===== src/omkc_pkg.sv =====
`default_nettype none
package omkc_pkg;

	localparam int MAX_SETTINGS = 32;
	localparam int STEP_COUNT   = 100;
	localparam int COARSE_STEP  = 10;

	localparam int ROW_W   = $clog2(MAX_SETTINGS);
	localparam int CNT_W   = ROW_W + 1;
	localparam int LEVEL_W = $clog2(STEP_COUNT + 1);
	localparam int CMD_W   = 4;
	localparam int CFG_W   = 6;
	localparam int REG_W   = 2;

	typedef enum logic [CMD_W-1:0] {
		CMD_OTHER  = 4'd0,
		CMD_TOGGLE = 4'd1,
		CMD_ESC    = 4'd2,
		CMD_UP     = 4'd3,
		CMD_DOWN   = 4'd4,
		CMD_LEFT   = 4'd5,
		CMD_RIGHT  = 4'd6,
		CMD_TAB    = 4'd7,
		CMD_PGUP   = 4'd8,
		CMD_PGDN   = 4'd9,
		CMD_HOME   = 4'd10,
		CMD_END    = 4'd11,
		CMD_WRITE  = 4'd12
	} cmd_t;

	typedef enum logic [REG_W-1:0] {
		REG_SETTING_COUNT  = 2'd0,
		REG_GEOMETRY_START = 2'd1,
		REG_TUBE_START     = 2'd2
	} cfg_reg_t;

	typedef enum logic [1:0] {
		PAGE_LOW  = 2'd0,
		PAGE_MID  = 2'd1,
		PAGE_HIGH = 2'd2
	} page_t;

	typedef struct packed {
		logic [CNT_W-1:0] count_eff;
		logic [CFG_W-1:0] geometry_start;
		logic [CFG_W-1:0] tube_start;
	} menu_cfg_t;

	typedef struct packed {
		cmd_t               cmd;
		logic               shift_held;
		logic [ROW_W-1:0]   write_index;
		logic [LEVEL_W-1:0] write_level;
	} item_t;

	typedef struct packed {
		logic               handled;
		logic               menu_visible;
		logic [ROW_W-1:0]   selected_row;
		page_t              selected_page;
		logic [LEVEL_W-1:0] selected_level;
	} result_t;

	typedef struct packed {
		logic               en;
		logic [ROW_W-1:0]   addr;
		logic [LEVEL_W-1:0] data;
	} level_wr_t;

endpackage
`default_nettype wire


===== src/omkc_ifs.sv =====
`default_nettype none
interface omkc_item_if;
	import omkc_pkg::*;
	logic                 valid;
	logic                 ready;
	logic [CMD_W-1:0]     cmd;
	logic                 shift_held;
	logic [ROW_W-1:0]     write_index;
	logic [LEVEL_W-1:0]   write_level;
	modport source (output valid, cmd, shift_held, write_index, write_level, input ready);
	modport sink (input valid, cmd, shift_held, write_index, write_level, output ready);
endinterface

interface omkc_result_if;
	import omkc_pkg::*;
	logic                 valid;
	logic                 ready;
	logic                 handled;
	logic                 menu_visible;
	logic [ROW_W-1:0]     selected_row;
	logic [1:0]           selected_page;
	logic [LEVEL_W-1:0]   selected_level;
	modport source (output valid, handled, menu_visible, selected_row, selected_page,
		selected_level, input ready);
	modport sink (input valid, handled, menu_visible, selected_row, selected_page,
		selected_level, output ready);
endinterface

interface omkc_cfg_if;
	import omkc_pkg::*;
	logic                 valid;
	logic                 ready;
	logic [REG_W-1:0]     index;
	logic [CFG_W-1:0]     data;
	modport source (output valid, index, data, input ready);
	modport sink (input valid, index, data, output ready);
endinterface
`default_nettype wire


===== src/omkc_cfg.sv =====
`default_nettype none
module omkc_cfg (
	input  wire logic        clk,
	input  wire logic        arst_n,
	omkc_cfg_if.sink         cfg,
	output omkc_pkg::menu_cfg_t menu_cfg
);
	import omkc_pkg::*;

	logic [CFG_W-1:0] setting_count_q;
	logic [CFG_W-1:0] geometry_start_q;
	logic [CFG_W-1:0] tube_start_q;

	assign cfg.ready = 1'b1;

	always_ff @(posedge clk or negedge arst_n) begin
		if (!arst_n) begin
			setting_count_q  <= CFG_W'(18);
			geometry_start_q <= CFG_W'(6);
			tube_start_q     <= CFG_W'(12);
		end else if (cfg.valid) begin
			unique case (cfg_reg_t'(cfg.index))
				REG_SETTING_COUNT:  setting_count_q  <= cfg.data;
				REG_GEOMETRY_START: geometry_start_q <= cfg.data;
				REG_TUBE_START:     tube_start_q     <= cfg.data;
				default: ;
			endcase
		end
	end

	// A count of zero behaves as one row; anything past the store depth is clamped.
	always_comb begin
		if (setting_count_q == '0) begin
			menu_cfg.count_eff = CNT_W'(1);
		end else if (CNT_W'(setting_count_q) > CNT_W'(MAX_SETTINGS)) begin
			menu_cfg.count_eff = CNT_W'(MAX_SETTINGS);
		end else begin
			menu_cfg.count_eff = CNT_W'(setting_count_q);
		end
		menu_cfg.geometry_start = geometry_start_q;
		menu_cfg.tube_start     = tube_start_q;
	end

endmodule
`default_nettype wire


===== src/omkc_levels.sv =====
`default_nettype none
module omkc_levels (
	input  wire logic                           clk,
	input  wire logic                           arst_n,
	input  wire omkc_pkg::level_wr_t            wr,
	input  wire logic [omkc_pkg::ROW_W-1:0]     rd_addr,
	output logic [omkc_pkg::LEVEL_W-1:0]        rd_data
);
	import omkc_pkg::*;

	logic [LEVEL_W-1:0] level_q [MAX_SETTINGS];

	always_ff @(posedge clk or negedge arst_n) begin
		if (!arst_n) begin
			for (int i = 0; i < MAX_SETTINGS; i++) begin
				level_q[i] <= '0;
			end
		end else if (wr.en) begin
			level_q[wr.addr] <= wr.data;
		end
	end

	assign rd_data = level_q[rd_addr];

endmodule
`default_nettype wire


===== src/omkc_step.sv =====
`default_nettype none
module omkc_step (
	input  wire logic                        clk,
	input  wire logic                        arst_n,
	input  wire omkc_pkg::menu_cfg_t         menu_cfg,
	input  wire omkc_pkg::item_t             item_in,
	input  wire logic                        fire,
	input  wire logic [omkc_pkg::LEVEL_W-1:0] rd_data,
	output logic [omkc_pkg::ROW_W-1:0]       rd_addr,
	output omkc_pkg::level_wr_t              wr,
	output omkc_pkg::result_t                result,
	output logic                             step_ok
);
	import omkc_pkg::*;

	logic             shown_q;
	logic [ROW_W-1:0] row_q;
	logic             shown_d;
	logic [ROW_W-1:0] row_d;
	logic             row_set;
	logic             handled;
	logic             wr_en;
	logic [ROW_W-1:0] wr_addr;
	logic [LEVEL_W-1:0] wr_data;
	page_t            page_cur;
	page_t            page_next;
	page_t            page_prev;
	logic [CNT_W-1:0] count_q;
	logic [ROW_W-1:0] wrap_q;
	logic [CNT_W-1:0] wrap_inc;
	logic [LEVEL_W:0] step_size;
	logic [LEVEL_W:0] level_ext;
	logic [LEVEL_W:0] level_inc;
	logic [LEVEL_W-1:0] level_up;
	logic [LEVEL_W-1:0] level_down;
	logic [LEVEL_W-1:0] write_sat;

	function automatic page_t page_of(input logic [ROW_W-1:0] row, input menu_cfg_t c);
		page_t p;
		if (CFG_W'(row) < c.geometry_start) begin
			p = PAGE_LOW;
		end else if (CFG_W'(row) < c.tube_start) begin
			p = PAGE_MID;
		end else begin
			p = PAGE_HIGH;
		end
		return p;
	endfunction

	// Pages are contiguous, so the first row of a page follows from its start bounds.
	// A page with no rows below the count falls back to row zero.
	function automatic logic [ROW_W-1:0] first_of(input page_t p, input menu_cfg_t c);
		logic [CFG_W-1:0] tube_first;
		logic [ROW_W-1:0] r;
		tube_first = (c.geometry_start > c.tube_start) ? c.geometry_start : c.tube_start;
		r = '0;
		case (p)
			PAGE_MID: begin
				if (c.geometry_start < c.tube_start && c.geometry_start < c.count_eff) begin
					r = c.geometry_start[ROW_W-1:0];
				end
			end
			PAGE_HIGH: begin
				if (tube_first < c.count_eff) begin
					r = tube_first[ROW_W-1:0];
				end
			end
			default: r = '0;
		endcase
		return r;
	endfunction

	assign page_cur  = page_of(row_q, menu_cfg);
	assign page_next = (page_cur == PAGE_HIGH) ? PAGE_LOW :
		(page_cur == PAGE_LOW) ? PAGE_MID : PAGE_HIGH;
	assign page_prev = (page_cur == PAGE_LOW) ? PAGE_HIGH :
		(page_cur == PAGE_HIGH) ? PAGE_MID : PAGE_LOW;

	// wrap_q holds the current row reduced modulo the count, so up and down only
	// ever step by one inside the range. A new count restarts the reduction from
	// the row, one subtraction per cycle, and items wait until it is done.
	assign step_ok  = (count_q == menu_cfg.count_eff) && (CNT_W'(wrap_q) < count_q);
	assign wrap_inc = CNT_W'(wrap_q) + CNT_W'(1);

	// Level steps act on the current row, which is also the row read from the store.
	assign step_size  = item_in.shift_held ? (LEVEL_W+1)'(COARSE_STEP) : (LEVEL_W+1)'(1);
	assign level_ext  = {1'b0, rd_data};
	assign level_inc  = level_ext + step_size;
	assign level_up   = (level_inc > (LEVEL_W+1)'(STEP_COUNT)) ? LEVEL_W'(STEP_COUNT) :
		level_inc[LEVEL_W-1:0];
	assign level_down = (level_ext < step_size) ? '0 : LEVEL_W'(level_ext - step_size);
	assign write_sat  = (item_in.write_level > LEVEL_W'(STEP_COUNT)) ? LEVEL_W'(STEP_COUNT) :
		item_in.write_level;

	always_comb begin
		shown_d = shown_q;
		row_d   = row_q;
		row_set = 1'b0;
		handled = 1'b0;
		wr_en   = 1'b0;
		wr_addr = row_q;
		wr_data = '0;
		case (item_in.cmd)
			CMD_TOGGLE: begin
				handled = 1'b1;
				shown_d = !shown_q;
				if (!shown_q) begin
					row_d   = '0;
					row_set = 1'b1;
				end
			end
			CMD_WRITE: begin
				if (CNT_W'(item_in.write_index) < menu_cfg.count_eff) begin
					handled = 1'b1;
					wr_en   = 1'b1;
					wr_addr = item_in.write_index;
					wr_data = write_sat;
				end
			end
			CMD_ESC: begin
				if (shown_q) begin
					handled = 1'b1;
					shown_d = 1'b0;
				end
			end
			CMD_UP: begin
				if (shown_q) begin
					handled = 1'b1;
					row_set = 1'b1;
					row_d   = (wrap_q == '0) ?
						ROW_W'(menu_cfg.count_eff - CNT_W'(1)) : wrap_q - ROW_W'(1);
				end
			end
			CMD_DOWN: begin
				if (shown_q) begin
					handled = 1'b1;
					row_set = 1'b1;
					row_d   = (wrap_inc == menu_cfg.count_eff) ? '0 : wrap_inc[ROW_W-1:0];
				end
			end
			CMD_LEFT: begin
				if (shown_q) begin
					handled = 1'b1;
					wr_en   = 1'b1;
					wr_data = level_down;
				end
			end
			CMD_RIGHT: begin
				if (shown_q) begin
					handled = 1'b1;
					wr_en   = 1'b1;
					wr_data = level_up;
				end
			end
			CMD_TAB: begin
				if (shown_q) begin
					handled = 1'b1;
					row_set = 1'b1;
					row_d   = first_of(item_in.shift_held ? page_prev : page_next, menu_cfg);
				end
			end
			CMD_PGUP: begin
				if (shown_q) begin
					handled = 1'b1;
					row_set = 1'b1;
					row_d   = first_of(page_prev, menu_cfg);
				end
			end
			CMD_PGDN: begin
				if (shown_q) begin
					handled = 1'b1;
					row_set = 1'b1;
					row_d   = first_of(page_next, menu_cfg);
				end
			end
			CMD_HOME: begin
				if (shown_q) begin
					handled = 1'b1;
					wr_en   = 1'b1;
					wr_data = '0;
				end
			end
			CMD_END: begin
				if (shown_q) begin
					handled = 1'b1;
					wr_en   = 1'b1;
					wr_data = LEVEL_W'(STEP_COUNT);
				end
			end
			default: ;
		endcase
	end

	assign rd_addr = row_d;

	assign wr.en   = wr_en && fire;
	assign wr.addr = wr_addr;
	assign wr.data = wr_data;

	// The reported level includes a store write made by this same item.
	always_comb begin
		result.handled       = handled;
		result.menu_visible  = shown_d;
		result.selected_row  = row_d;
		result.selected_page = page_of(row_d, menu_cfg);
		result.selected_level = (wr_en && wr_addr == row_d) ? wr_data : rd_data;
	end

	always_ff @(posedge clk or negedge arst_n) begin
		if (!arst_n) begin
			shown_q <= 1'b0;
			row_q   <= '0;
		end else if (fire) begin
			shown_q <= shown_d;
			row_q   <= row_d;
		end
	end

	// Every row that an item selects is already inside the count.
	always_ff @(posedge clk or negedge arst_n) begin
		if (!arst_n) begin
			count_q <= '0;
			wrap_q  <= '0;
		end else if (count_q != menu_cfg.count_eff) begin
			count_q <= menu_cfg.count_eff;
			wrap_q  <= row_q;
		end else if (CNT_W'(wrap_q) >= count_q) begin
			wrap_q <= wrap_q - count_q[ROW_W-1:0];
		end else if (fire && row_set) begin
			wrap_q <= row_d;
		end
	end

endmodule
`default_nettype wire


===== src/osd_menu_key_controller_top.sv =====
`default_nettype none
// On-screen menu key controller. Each item on the item channel is one key or control
// event, and each produces exactly one result with the handled flag, the shown flag,
// the selected row, its page and the level of that row after the event. The block
// takes one item every clock cycle while the result sink keeps up and no row reduction
// is running. Each item passes through the input register, then the whole event is
// evaluated in a single combinational pass into the result register, from which it is
// offered. When the result sink stalls, one more item is still taken into the input
// register before the item channel drops ready. Configuration writes are taken at
// any time, one per cycle, but should only be issued while no items are in flight.
// A write that changes the setting count holds the next item while the selected row
// is reduced modulo the new count, one subtraction per cycle. The level store comes
// out of reset cleared to zero, with no setup time.
module osd_menu_key_controller_top (
	input  wire logic  clk,
	input  wire logic  arst_n,
	omkc_item_if.sink  item,
	omkc_result_if.source result,
	omkc_cfg_if.sink   cfg
);
	import omkc_pkg::*;

	menu_cfg_t          menu_cfg;
	item_t              item_s1;
	logic               valid_s1;
	result_t            result_s2;
	logic               valid_s2;
	result_t            result_comb;
	level_wr_t          level_wr;
	logic [ROW_W-1:0]   rd_addr;
	logic [LEVEL_W-1:0] rd_data;
	logic               step_ok;
	logic               advance;
	logic               accept;

	assign advance    = valid_s1 && step_ok && (!valid_s2 || result.ready);
	assign item.ready = !valid_s1 || advance;
	assign accept     = item.valid && item.ready;

	always_ff @(posedge clk or negedge arst_n) begin
		if (!arst_n) begin
			valid_s1 <= 1'b0;
			valid_s2 <= 1'b0;
		end else begin
			if (accept) begin
				valid_s1 <= 1'b1;
			end else if (advance) begin
				valid_s1 <= 1'b0;
			end
			if (advance) begin
				valid_s2 <= 1'b1;
			end else if (result.ready) begin
				valid_s2 <= 1'b0;
			end
		end
	end

	always_ff @(posedge clk) begin
		if (accept) begin
			item_s1.cmd         <= cmd_t'(item.cmd);
			item_s1.shift_held  <= item.shift_held;
			item_s1.write_index <= item.write_index;
			item_s1.write_level <= item.write_level;
		end
		if (advance) begin
			result_s2 <= result_comb;
		end
	end

	omkc_cfg u_cfg (
		.clk      (clk),
		.arst_n   (arst_n),
		.cfg      (cfg),
		.menu_cfg (menu_cfg)
	);

	omkc_levels u_levels (
		.clk     (clk),
		.arst_n  (arst_n),
		.wr      (level_wr),
		.rd_addr (rd_addr),
		.rd_data (rd_data)
	);

	omkc_step u_step (
		.clk      (clk),
		.arst_n   (arst_n),
		.menu_cfg (menu_cfg),
		.item_in  (item_s1),
		.fire     (advance),
		.rd_data  (rd_data),
		.rd_addr  (rd_addr),
		.wr       (level_wr),
		.result   (result_comb),
		.step_ok  (step_ok)
	);

	assign result.valid          = valid_s2;
	assign result.handled        = result_s2.handled;
	assign result.menu_visible   = result_s2.menu_visible;
	assign result.selected_row   = result_s2.selected_row;
	assign result.selected_page  = result_s2.selected_page;
	assign result.selected_level = result_s2.selected_level;

endmodule
`default_nettype wire


===== src/flat_wrapper.sv =====
// flat-port wrapper written by rule: the top's interface ports become plain ports
module osd_menu_key_controller_top_flat import omkc_pkg::*;
  (clk, arst_n, item_valid, item_cmd, item_shift_held, item_write_index, item_write_level, item_ready, result_valid, result_handled, result_menu_visible, result_selected_row, result_selected_page, result_selected_level, result_ready, cfg_valid, cfg_index, cfg_data, cfg_ready);
  omkc_item_if item_i ();
  omkc_result_if result_i ();
  omkc_cfg_if cfg_i ();
  input  wire logic clk;
  input  wire logic arst_n;
  input wire logic [$bits(item_i.valid)-1:0] item_valid;
  input wire logic [$bits(item_i.cmd)-1:0] item_cmd;
  input wire logic [$bits(item_i.shift_held)-1:0] item_shift_held;
  input wire logic [$bits(item_i.write_index)-1:0] item_write_index;
  input wire logic [$bits(item_i.write_level)-1:0] item_write_level;
  output wire logic [$bits(item_i.ready)-1:0] item_ready;
  output wire logic [$bits(result_i.valid)-1:0] result_valid;
  output wire logic [$bits(result_i.handled)-1:0] result_handled;
  output wire logic [$bits(result_i.menu_visible)-1:0] result_menu_visible;
  output wire logic [$bits(result_i.selected_row)-1:0] result_selected_row;
  output wire logic [$bits(result_i.selected_page)-1:0] result_selected_page;
  output wire logic [$bits(result_i.selected_level)-1:0] result_selected_level;
  input wire logic [$bits(result_i.ready)-1:0] result_ready;
  input wire logic [$bits(cfg_i.valid)-1:0] cfg_valid;
  input wire logic [$bits(cfg_i.index)-1:0] cfg_index;
  input wire logic [$bits(cfg_i.data)-1:0] cfg_data;
  output wire logic [$bits(cfg_i.ready)-1:0] cfg_ready;
  assign item_i.valid = item_valid;
  assign item_i.cmd = item_cmd;
  assign item_i.shift_held = item_shift_held;
  assign item_i.write_index = item_write_index;
  assign item_i.write_level = item_write_level;
  assign item_ready = item_i.ready;
  assign result_valid = result_i.valid;
  assign result_handled = result_i.handled;
  assign result_menu_visible = result_i.menu_visible;
  assign result_selected_row = result_i.selected_row;
  assign result_selected_page = result_i.selected_page;
  assign result_selected_level = result_i.selected_level;
  assign result_i.ready = result_ready;
  assign cfg_i.valid = cfg_valid;
  assign cfg_i.index = cfg_index;
  assign cfg_i.data = cfg_data;
  assign cfg_ready = cfg_i.ready;
  osd_menu_key_controller_top u_core (.clk(clk), .arst_n(arst_n), .item(item_i), .result(result_i), .cfg(cfg_i));
endmodule

===== config.mk =====
export PLATFORM = sky130hd
export DESIGN_NAME = osd_menu_key_controller_top_flat
export DESIGN_NICKNAME = d
export VERILOG_FILES = /design/src/omkc_pkg.sv /design/src/omkc_ifs.sv /design/src/omkc_cfg.sv /design/src/omkc_levels.sv /design/src/omkc_step.sv /design/src/osd_menu_key_controller_top.sv /design/src/flat_wrapper.sv
export SDC_FILE = /design/constraint.sdc
export NUM_CORES = 1
export LEC_CHECK = 0
export BUFFER_PORTS_ARGS = -buffer_cell sky130_fd_sc_hd__buf_2
export CELL_PAD_IN_SITES_DETAIL_PLACEMENT = 0
export CELL_PAD_IN_SITES_GLOBAL_PLACEMENT = 1
export CORE_MARGIN = 1.5
export CORE_UTILIZATION = 40
export CTS_BUF_LIST = sky130_fd_sc_hd__clkbuf_8
export DETAILED_ROUTE_END_ITERATION = 12
export PLACE_DENSITY_LB_ADDON = 0.1
export SETUP_SLACK_MARGIN = 0.5
export SYNTH_ARGS = -nofsm -noshare
export SYNTH_HDL_FRONTEND = slang
export SYNTH_SLANG_ARGS = --single-unit

===== constraint.sdc =====
create_clock -name clk -period 10.5 [get_ports clk]
set_clock_uncertainty 0.2 [all_clocks]
set_input_delay 2.1 -clock clk [delete_from_list [all_inputs] [get_ports clk]]
set_output_delay 2.1 -clock clk [all_outputs]
set_load 0.01 [all_outputs]

# After elaboration in Yosys (flattened, before gate mapping)
# Cells that the tools add are included.
# classes
bitwise_logic	2
n_shift	0
n_reduce_logical	27
magnitude_cmp	18
multipliers	0
div_mod_pow	0
muxes	57
n_addsub	6
n_eq_ne	25
# op_table
op	count
bitwise mux 224 bit	1
2-to-1 mux 7 bit	11
2-to-1 mux 5 bit	15
< comparator 5 x 6 -> 1 bit	6
binary-select mux 7 bit (select 5 bit)	1
demux 7 bit (select 5 bit)	1
case mux 5 bit (2 select lines)	3
case mux 5 bit (6 select lines)	1
case mux 7 bit (4 select lines)	1
== test 4 bit, second input constant	5
< comparator 6 bit	3
2-to-1 mux 6 bit	3
== test 4 x 3 -> 1 bit, second input constant	4
2-to-1 mux 2 bit	7
== test 6 bit	2
greater-or-equal comparator 6 bit, second input constant	2
inverter 5 -> 6 bit	2
== test 2 bit, second input constant	5
OR reduction 10 bit	1
subtractor 5 x 1 -> 5 bit, second input constant	2
logical AND 1 bit	9
adder 7 x 4 -> 8 bit	1
== test 2 x 1 -> 1 bit, second input constant	4
== test 4 x 2 -> 1 bit, second input constant	2
other kinds (27)	43
# word_totals
regBits	294
inputBits	30
latchBits	0
out_inout_bits	19
n_memories	0
ramBits	0
romBits	0
elab_cells	185

# Logic depth before layout (Yosys ltp)
# Gate-level depths: netlist of run 1.
# logic_depth
ltp_word	21
ltp_mapped	40
mapped_depth_nobuf	32

# Hierarchy
# Synthesis of run 1 repeated with hierarchy kept, for this count alone.
# hier_totals
cells_unflattened	1279
hier_area_um2	16254.3
# by_module_without_submodules
module	seq_area_each_um2	cells_per_inst	area_per_inst_um2	n_inst
omkc_levels	5605.4	618	10237.3	1
omkc_step	425.4	565	4146.5	1
osd_menu_key_controller_top	1041.0	47	1112.3	1
omkc_cfg	457.9	49	758.2	1

# Least setup slack after synthesis of run 1
# OpenSTA, ideal clock, no wires.
# synth_path
path_kind	register to register
from	reg u_core.u_cfg.tube_start_q[3]
to	reg u_core.result_s2 (netlist bit u_core.result.selected_level[3]) (data pin)
arrival_ns	7.601
required_ns	10.040
stages_incl_launch_ff	39
slack_ns	2.440
synth_period_minus_slack_ns	8.060
setup_ns	0.260
n_path_buf	7
cell_sequence	dfstp_2 -> inv_1 -> ha_1 -> a211oi_1 -> nor2_1 -> o32a_1 -> buf_2 -> mux2i_1 -> inv_1 -> ha_1 -> a21oi_1 -> o21ai_0 -> a21oi_1 -> mux2i_1 -> nor3_1 -> o31ai_4 -> inv_2 -> buf_6 -> [3 not listed] -> clkbuf_1 -> nand2_1 -> nand3_1 -> nand3_1 -> nand3_1 -> nand2_1 -> o21ai_0 -> ha_1 -> inv_1 -> fa_1 -> nor2_1 -> nand4_1 -> nor4_2 -> o32ai_2 -> nor3_2 -> o211ai_1 -> buf_2 -> mux2_2
# synth_rtl
element	line	rtl
from (decl)	omkc_cfg.sv:12	logic [CFG_W-1:0] tube_start_q;
from (signal assigned)	omkc_cfg.sv:25	REG_TUBE_START: tube_start_q <= cfg.data;
to (signal assigned)	osd_menu_key_controller_top.sv:66	result_s2 <= result_comb;
to (decl)	osd_menu_key_controller_top.sv:26	result_t result_s2;

==> results of run 1 <==
-- cells by family after synthesis --
group,Yosys count
muxes,295
xor gates and xnor gates,23
AOI/OAI and AO/OA,307
and+or+nand+nor,548
adders and majority gates,55
buffers and inverters,153
DFF,294
other,1
-- tightest hold or removal path: stages (launching register included) --
cell	delay [ps]
dfrtp_1	340
a21oi_1	60
o31ai_1	60
-- cell usage after synthesis (all sizes together) (7+ instances only) --
| cell type | number | area [µm²] |
|---|---|---|
| dfrtp | 255 | 6380 |
| nand2 | 213 | 802 |
| mux2 | 186 | 2090 |
| nor2 | 105 | 394 |
| mux2i | 103 | 1030 |
| nand3 | 83 | 415 |
| o21ai | 69 | 349 |
| inv | 53 | 201 |
| ha | 52 | 651 |
| buf | 51 | 273 |
| clkbuf | 47 | 176 |
| a21oi | 44 | 220 |
| a31oi | 44 | 288 |
| edfxtp | 33 | 991 |
| nor3 | 32 | 170 |
| and3 | 23 | 144 |
| o31ai | 19 | 175 |
| nor2b | 18 | 120 |
| a211oi | 16 | 125 |
| nand2b | 16 | 100 |
| xnor2 | 15 | 131 |
| o211ai | 14 | 124 |
| a311o | 13 | 130 |
| a21o | 11 | 82.6 |
| and2 | 11 | 68.8 |
| nand4 | 9 | 56.3 |
| o311ai | 8 | 85.1 |
| o21a | 7 | 52.6 |
| or2 | 7 | 43.8 |
-- metal layers --
layer	GRT usage	up-vias	part of all wire
li1	-	6142	-
met1	0.333	6626	0.45
met2	0.425	268	0.49
met3	0.0320	79	0.038
met4	0.0773	0	0.024
met5	0	-	0
-- sequential cells by signal, indices dropped and copies added (netlist names), 2 cells and up --
name	flops
u_core.u_levels.level_q	224
u_core.item_s1	17
u_core.result.selected_level	7
u_core.u_cfg.geometry_start_q	6
u_core.u_cfg.setting_count_q	6
u_core.u_cfg.tube_start_q	6
u_core.u_step.count_q	6
u_core.result.selected_row	5
u_core.u_step.row_q	5
u_core.u_step.wrap_q	5
u_core.result.selected_page	2
-- placed cells by master (no fill, tap or decap), types with 16 or more instances in the layout --
cell	instances
a21oi_1	44
a31oi_1	42
and3_1	23
buf_2	46
buf_4	26
clkbuf_8	66
dfrtp_1	255
edfxtp_1	33
ha_1	52
inv_1	60
mux2_2	186
mux2i_1	102
nand2_1	212
nand2b_1	16
nand3_1	83
nor2_1	105
nor2b_1	17
nor3_1	30
o21ai_0	43
o21ai_1	24
o31ai_1	16
-- power groups by stage --
stage | Sequential (W) | Clock, W | Combinational, W
after floorplan | 0.00130 | 0 | 0.00128
after global placement | 0.00136 | 0 | 0.00183
after detailed placement | 0.00137 | 0 | 0.00182
after CTS | 0.00135 | 0.00117 | 0.00183
after global routing | 0.00135 | 0.00121 | 0.00199
final | 0.00135 | 0.00113 | 0.00183
-- how the worst max path moves through the flow --
| stage | start | slack [ps] | endpoint |
|---|---|---|---|
| detailed placement | u_core.u_cfg.tube_start_q[3] | 1480 | u_core.result.selected_level[1] |
| global placement | u_core.u_cfg.tube_start_q[3] | 1560 | u_core.result.selected_level[1] |
| finish | u_core.u_cfg.tube_start_q[3] | 1410 | u_core.result.selected_level[1] |
| floorplan | u_core.u_cfg.tube_start_q[3] | 2440 | u_core.result.selected_level[3] |
| global route | u_core.u_cfg.tube_start_q[3] | 640 | u_core.result.selected_level[1] |
| CTS | u_core.u_cfg.tube_start_q[3] | 1410 | u_core.result.selected_level[1] |
-- layout make-up --
cell class | count | area [µm²]
clock buffers | 66 | 908
clock inverters | 28 | 193
fillers | 4081 | 23100
inverters | 55 | 211
multi-input cells | 1229 | 9090
flip-flops and latches | 294 | 7530
well taps | 539 | 674
repair buffers | 76 | 500
-- metrics by stage --
| step | utilization | hold slack (ps) |
|---|---|---|
| 2_1_floorplan | - | 262 |
| 3_3_place_gp | 0.427 | 274 |
| 3_5_place_dp | 0.427 | 281 |
| 4_1_cts | 0.453 | 295 |
| 5_1_grt | 0.453 | 311 |
| 6_report | 0.453 | 290 |
==> reports/metrics.cfg, run 1 <==
[job]
maxCapViolations = 0

[drt]
drt-wirelength-per-cell_um = 23.9
drt_wl_total_um = 54600
dr.first_iter.drc_count = 723
via_per_inst = 5.73
drtPass1Iterations = 5
vias = 13100
antenna_left = 0
drc = 0

[timing]
fin_ws_ps = 1410
finalSetupViolCount = 0
max-slew-margin-rel = 0.158
hold_viol_final = 0
fmax_ghz = 0.110
fin_crit_sh = 0.865
grt_setup_unrepaired = no
drv_slew = 0
min_period_ps = 9090
tightest_slew_ps = 1260
tns_ps = 0

[yosys]
synth_cell_type_count = 103
synthAdderAreaFrac = 0.0412
synth-seq-cells = 294
synth_compound_area_frac = 0.131
synthMuxAreaShare = 0.189
synth_edf_count = 33
synth_nets = 1761
ys_warn_count = 0
synth_top_family_by_area = multiplexers
synthSimpleGateAreaFrac = 0.150
synth_xor_area_frac = 0.0134
synth_ff_type = dfrtp_1
seq_area_frac_synth = 0.437
syn_inst = 1676
syn_area_um2 = 17200
syn_area_per_cell_um2 = 10.3
ys_async_sr_fraction = 0.888

[cts]
ctsHoldBuffers = 0
cts_setup_buffers = 0
htree_levels = 2
post_cts_resized = 0
clk_pin_slew_worst_paths_ps = 70
clk_latency_ps = 660
clkSinkCount = 294
cts_buffers = 53
cts_buffer_depth = 3
cts_tree = built
clockRootBuffer = clkbuf_8

[setup_path]
r2r_end = u_core.result.selected_level[1]
max_stage_delay_ps = 590
cp.depth = 33
r2r-start = u_core.u_cfg.tube_start_q[3]
cp_num_buf_inv = 6
critPathCaptureType = register
critPathKind = reg2reg
worst_path_max_delay_cell = nor3_1
start_kind = register
reg2regPathDepth = 33
worstPathMaxFanout = 36
cp.arrival_ps = 9300
r2r_slack_ps = 1410
cp_top_family = compound AO/OA/AOI/OAI gates
required_ps = 10710

[min_path]
hold_path_depth = 2
hold_class = reg2reg
hp-start = u_core.u_levels.level_q[151]
hold_end = u_core.u_levels.level_q[151]

[placement]
dpl_cell_area_um2 = 18000
dp_slack_ps = 1480
dp_hpwl_um = 36600
dp.cells = 2193
port_buffers = 47
place_congestion = 0.867

[power]
power.clock.fraction = 0.262
power_density_nw_per_um2 = 225
swShare = 0.425
comb_power_share = 0.425
p_int_w = 0.00247
p_leak_nw = 8.40
p_sw_w = 0.00183
finalPower_w = 0.00430
irDropWorstVdd_uv = 128
p_seq_frac = 0.313

[global_route]
grt_max_degree = 147
grt.overflow.total = 0
grt_usage = 0.251
grt_pass1_vias = 13200
antenna_found_initial = 0
grt_pass1_wl_um = 83900

[layout]
stdcell_area_um2 = 19100
n_antenna_cell = 0
instances_no_fill = 2287
area_delta_synth_final_pct = 10.9
nNetsFinal = 1794
final_layout_size_suffix_gt1_frac = 0.228

[floorplanning]
die_x_um = 211
start_util = 0.408
die_area_um2 = 44300
io_pins = 49
fp-row-count = 75
die_h_um = 211
core_um2 = 42200

[outcome]
status = finished, final reports clean

Note: power is estimated with default switching activity, not from simulation.
==> run 2, diff against run 1 <==
- clock period: 10.5 -> 11.1 ns (I/O delays scaled with it)
==> run 2 against run 1 <==
Compared with the run above: die area is the same; sequential cell count is the same; design area is essentially flat; worst hold slack gained 10 ps; count of clock-buffer cells in the layout grew 5; routed wire length shrank 1.2%; fmax shrank 3.2%; sequential share of layout area is essentially flat; largest power group unchanged; non-clock buffer count shrank 6.
==> reports/metrics.cfg, run 2 (same netlist as run 1, synthesis figures left out) <==
[outcome]
status = finished, final reports clean

[floorplanning]
die_h_um = 211
fp-row-count = 75
core_um2 = 42200
io_pins = 49
start_util = 0.408
die_x_um = 211
die_area_um2 = 44300

[drt]
dr.first_iter.drc_count = 820
drtPass1Iterations = 5
antenna_left = 0
drt-wirelength-per-cell_um = 23.6
drt_wl_total_um = 54000
via_per_inst = 5.81
drc = 0
vias = 13300

[layout]
top_register = u_core.u_levels.level_q
nNetsFinal = 1789
largest_register_ffs = 224
n_antenna_cell = 0
layout_commonest_cell = dfrtp_1
final_layout_size_suffix_gt1_frac = 0.226
layout_common_cells = 255 x dfrtp_1, 212 x nand2_1, 186 x mux2_2, 105 x nor2_1, 102 x mux2i_1
stdcell_area_um2 = 19100
multi_input_area_um2 = 9090
post-route-util = 0.452
ff_latch_area_um2 = 7530
area_delta_synth_final_pct = 10.9
fill_cells = 4078

[placement]
place_congestion = 0.878
port_buffers = 47
dp_hpwl_um = 35800
dpl_cell_area_um2 = 17900

[timing]
tightest_slew_ps = 1150
hold_viol_final = 0
tns_ps = 0
drv_slew = 0
fin_crit_sh = 0.846
grt_setup_unrepaired = no
min_period_ps = 9390
max-slew-margin-rel = 0.233
fmax_ghz = 0.107
finalSetupViolCount = 0

[global_route]
grt_pass1_vias = 13400
antenna_found_initial = 1
grt.overflow.total = 0
grt_max_degree = 118
grt_pass1_wl_um = 83500
grt_usage = 0.249

[setup_path]
worstPathMaxFanout = 41
critPathKind = reg2reg
max_stage_delay_ps = 600
critPathCaptureType = register
worst_path_max_delay_cell = clkinv_2
start_kind = register
crit_top_cell = inv_1
required_ps = 11290
cp.arrival_ps = 9580

[cts]
cts_setup_buffers = 0
clockRootBuffer = clkbuf_8
clk_latency_ps = 670
cts_tree = built
cts_buffer_depth = 3
clk_pin_slew_worst_paths_ps = 70
htree_levels = 2
post_cts_resized = 0
clkSinkCount = 294
cts_buffers = 54
ctsHoldBuffers = 0

[min_path]
hold_class = reg2reg

[power]
p_leak_nw = 8.44
power_density_nw_per_um2 = 214
irDropWorstVdd_uv = 111

[job]
maxCapViolations = 0

-- run 2: cell types whose count changed in the layout (fill, tap and decap cells not counted) --
cell and delta:
buf_4 -3, inv_8 -1, clkinvlp_4 -2, inv_1 +8
clkbuf_8 +5, buf_12 -3, clkinv_1 -4, clkinv_8 +1
-- run 2: where the power goes --
group          internal (W)  total [W]  switching (W)  leakage, nW
combinational      0.000574    0.00170        0.00112         3.88
clock              0.000621    0.00111       0.000490        0.683
sequential          0.00117    0.00128       0.000111         3.87
total               0.00236    0.00409        0.00172         8.44
-- run 2: metrics by stage --
stage / worst slack [ps] / total power (W) / hold slack [ps] / cells
after global routing: 907 / 0.00434 / 314 / 2288
final: 1710 / 0.00409 / 301 / 2288
after detailed placement: 1780 / 0.00298 / 284 / 2187
after CTS: 1750 / 0.00412 / 302 / 2288
after floorplan: 3040 / 0.00244 / 262 / 1676
after global placement: 1930 / 0.00299 / 275 / 2187
-- run 2: cell type report --
type / instances / area share
clock buffer: 71 / 0.0512
timing repair buffer: 70 / 0.0219
tap: 539 / 0.0353
clock inverter: 30 / 0.0103
multi-input combinational: 1229 / 0.476
inverter: 55 / 0.0111
sequential: 294 / 0.394
-- run 2: routing by layer --
metal  global-route usage  routed length [µm]  vias up  share of wire
met3               0.0340                2200      115          0.041
met2                0.408               25100      336           0.47
met1                0.331               24500     6674           0.45
li1                     -                   -     6168              -
met5                    0                   0        -              0
met4                0.108                2160        0          0.040
-- run 2: final timing paths --
| path | to | cells after the start | slack (ps) | start |
|---|---|---|---|---|
| worst min register to register | u_core.u_levels.level_q[179] | 2 | 300 | u_core.u_levels.level_q[179] |
| worst max-delay path | u_core.result.selected_level[3] | 32 | 1710 | u_core.u_cfg.tube_start_q[2] |
| max in group asynchronous | u_core.u_levels.level_q[105] | 2 | 7650 | arst_n |
| worst min-delay path | u_core.u_levels.level_q[179] | 2 | 300 | u_core.u_levels.level_q[179] |
| min in group asynchronous | u_core.result.valid | 1 | 1390 | arst_n |
| worst max register to register | u_core.result.selected_level[3] | 32 | 1710 | u_core.u_cfg.tube_start_q[2] |
-- run 2: critical path, delay by kind of cell (launching register included) --
| family | cells | cell delay (ps) |
|---|---|---|
| adder cells (fa/ha/maj) | 3 | 1090 |
| AO/OA/AOI/OAI | 9 | 2180 |
| AND/OR/NAND/NOR | 11 | 2290 |
| multiplexers | 3 | 1040 |
| buffers and inverters | 6 | 1740 |
| flip-flops | 1 | 540 |
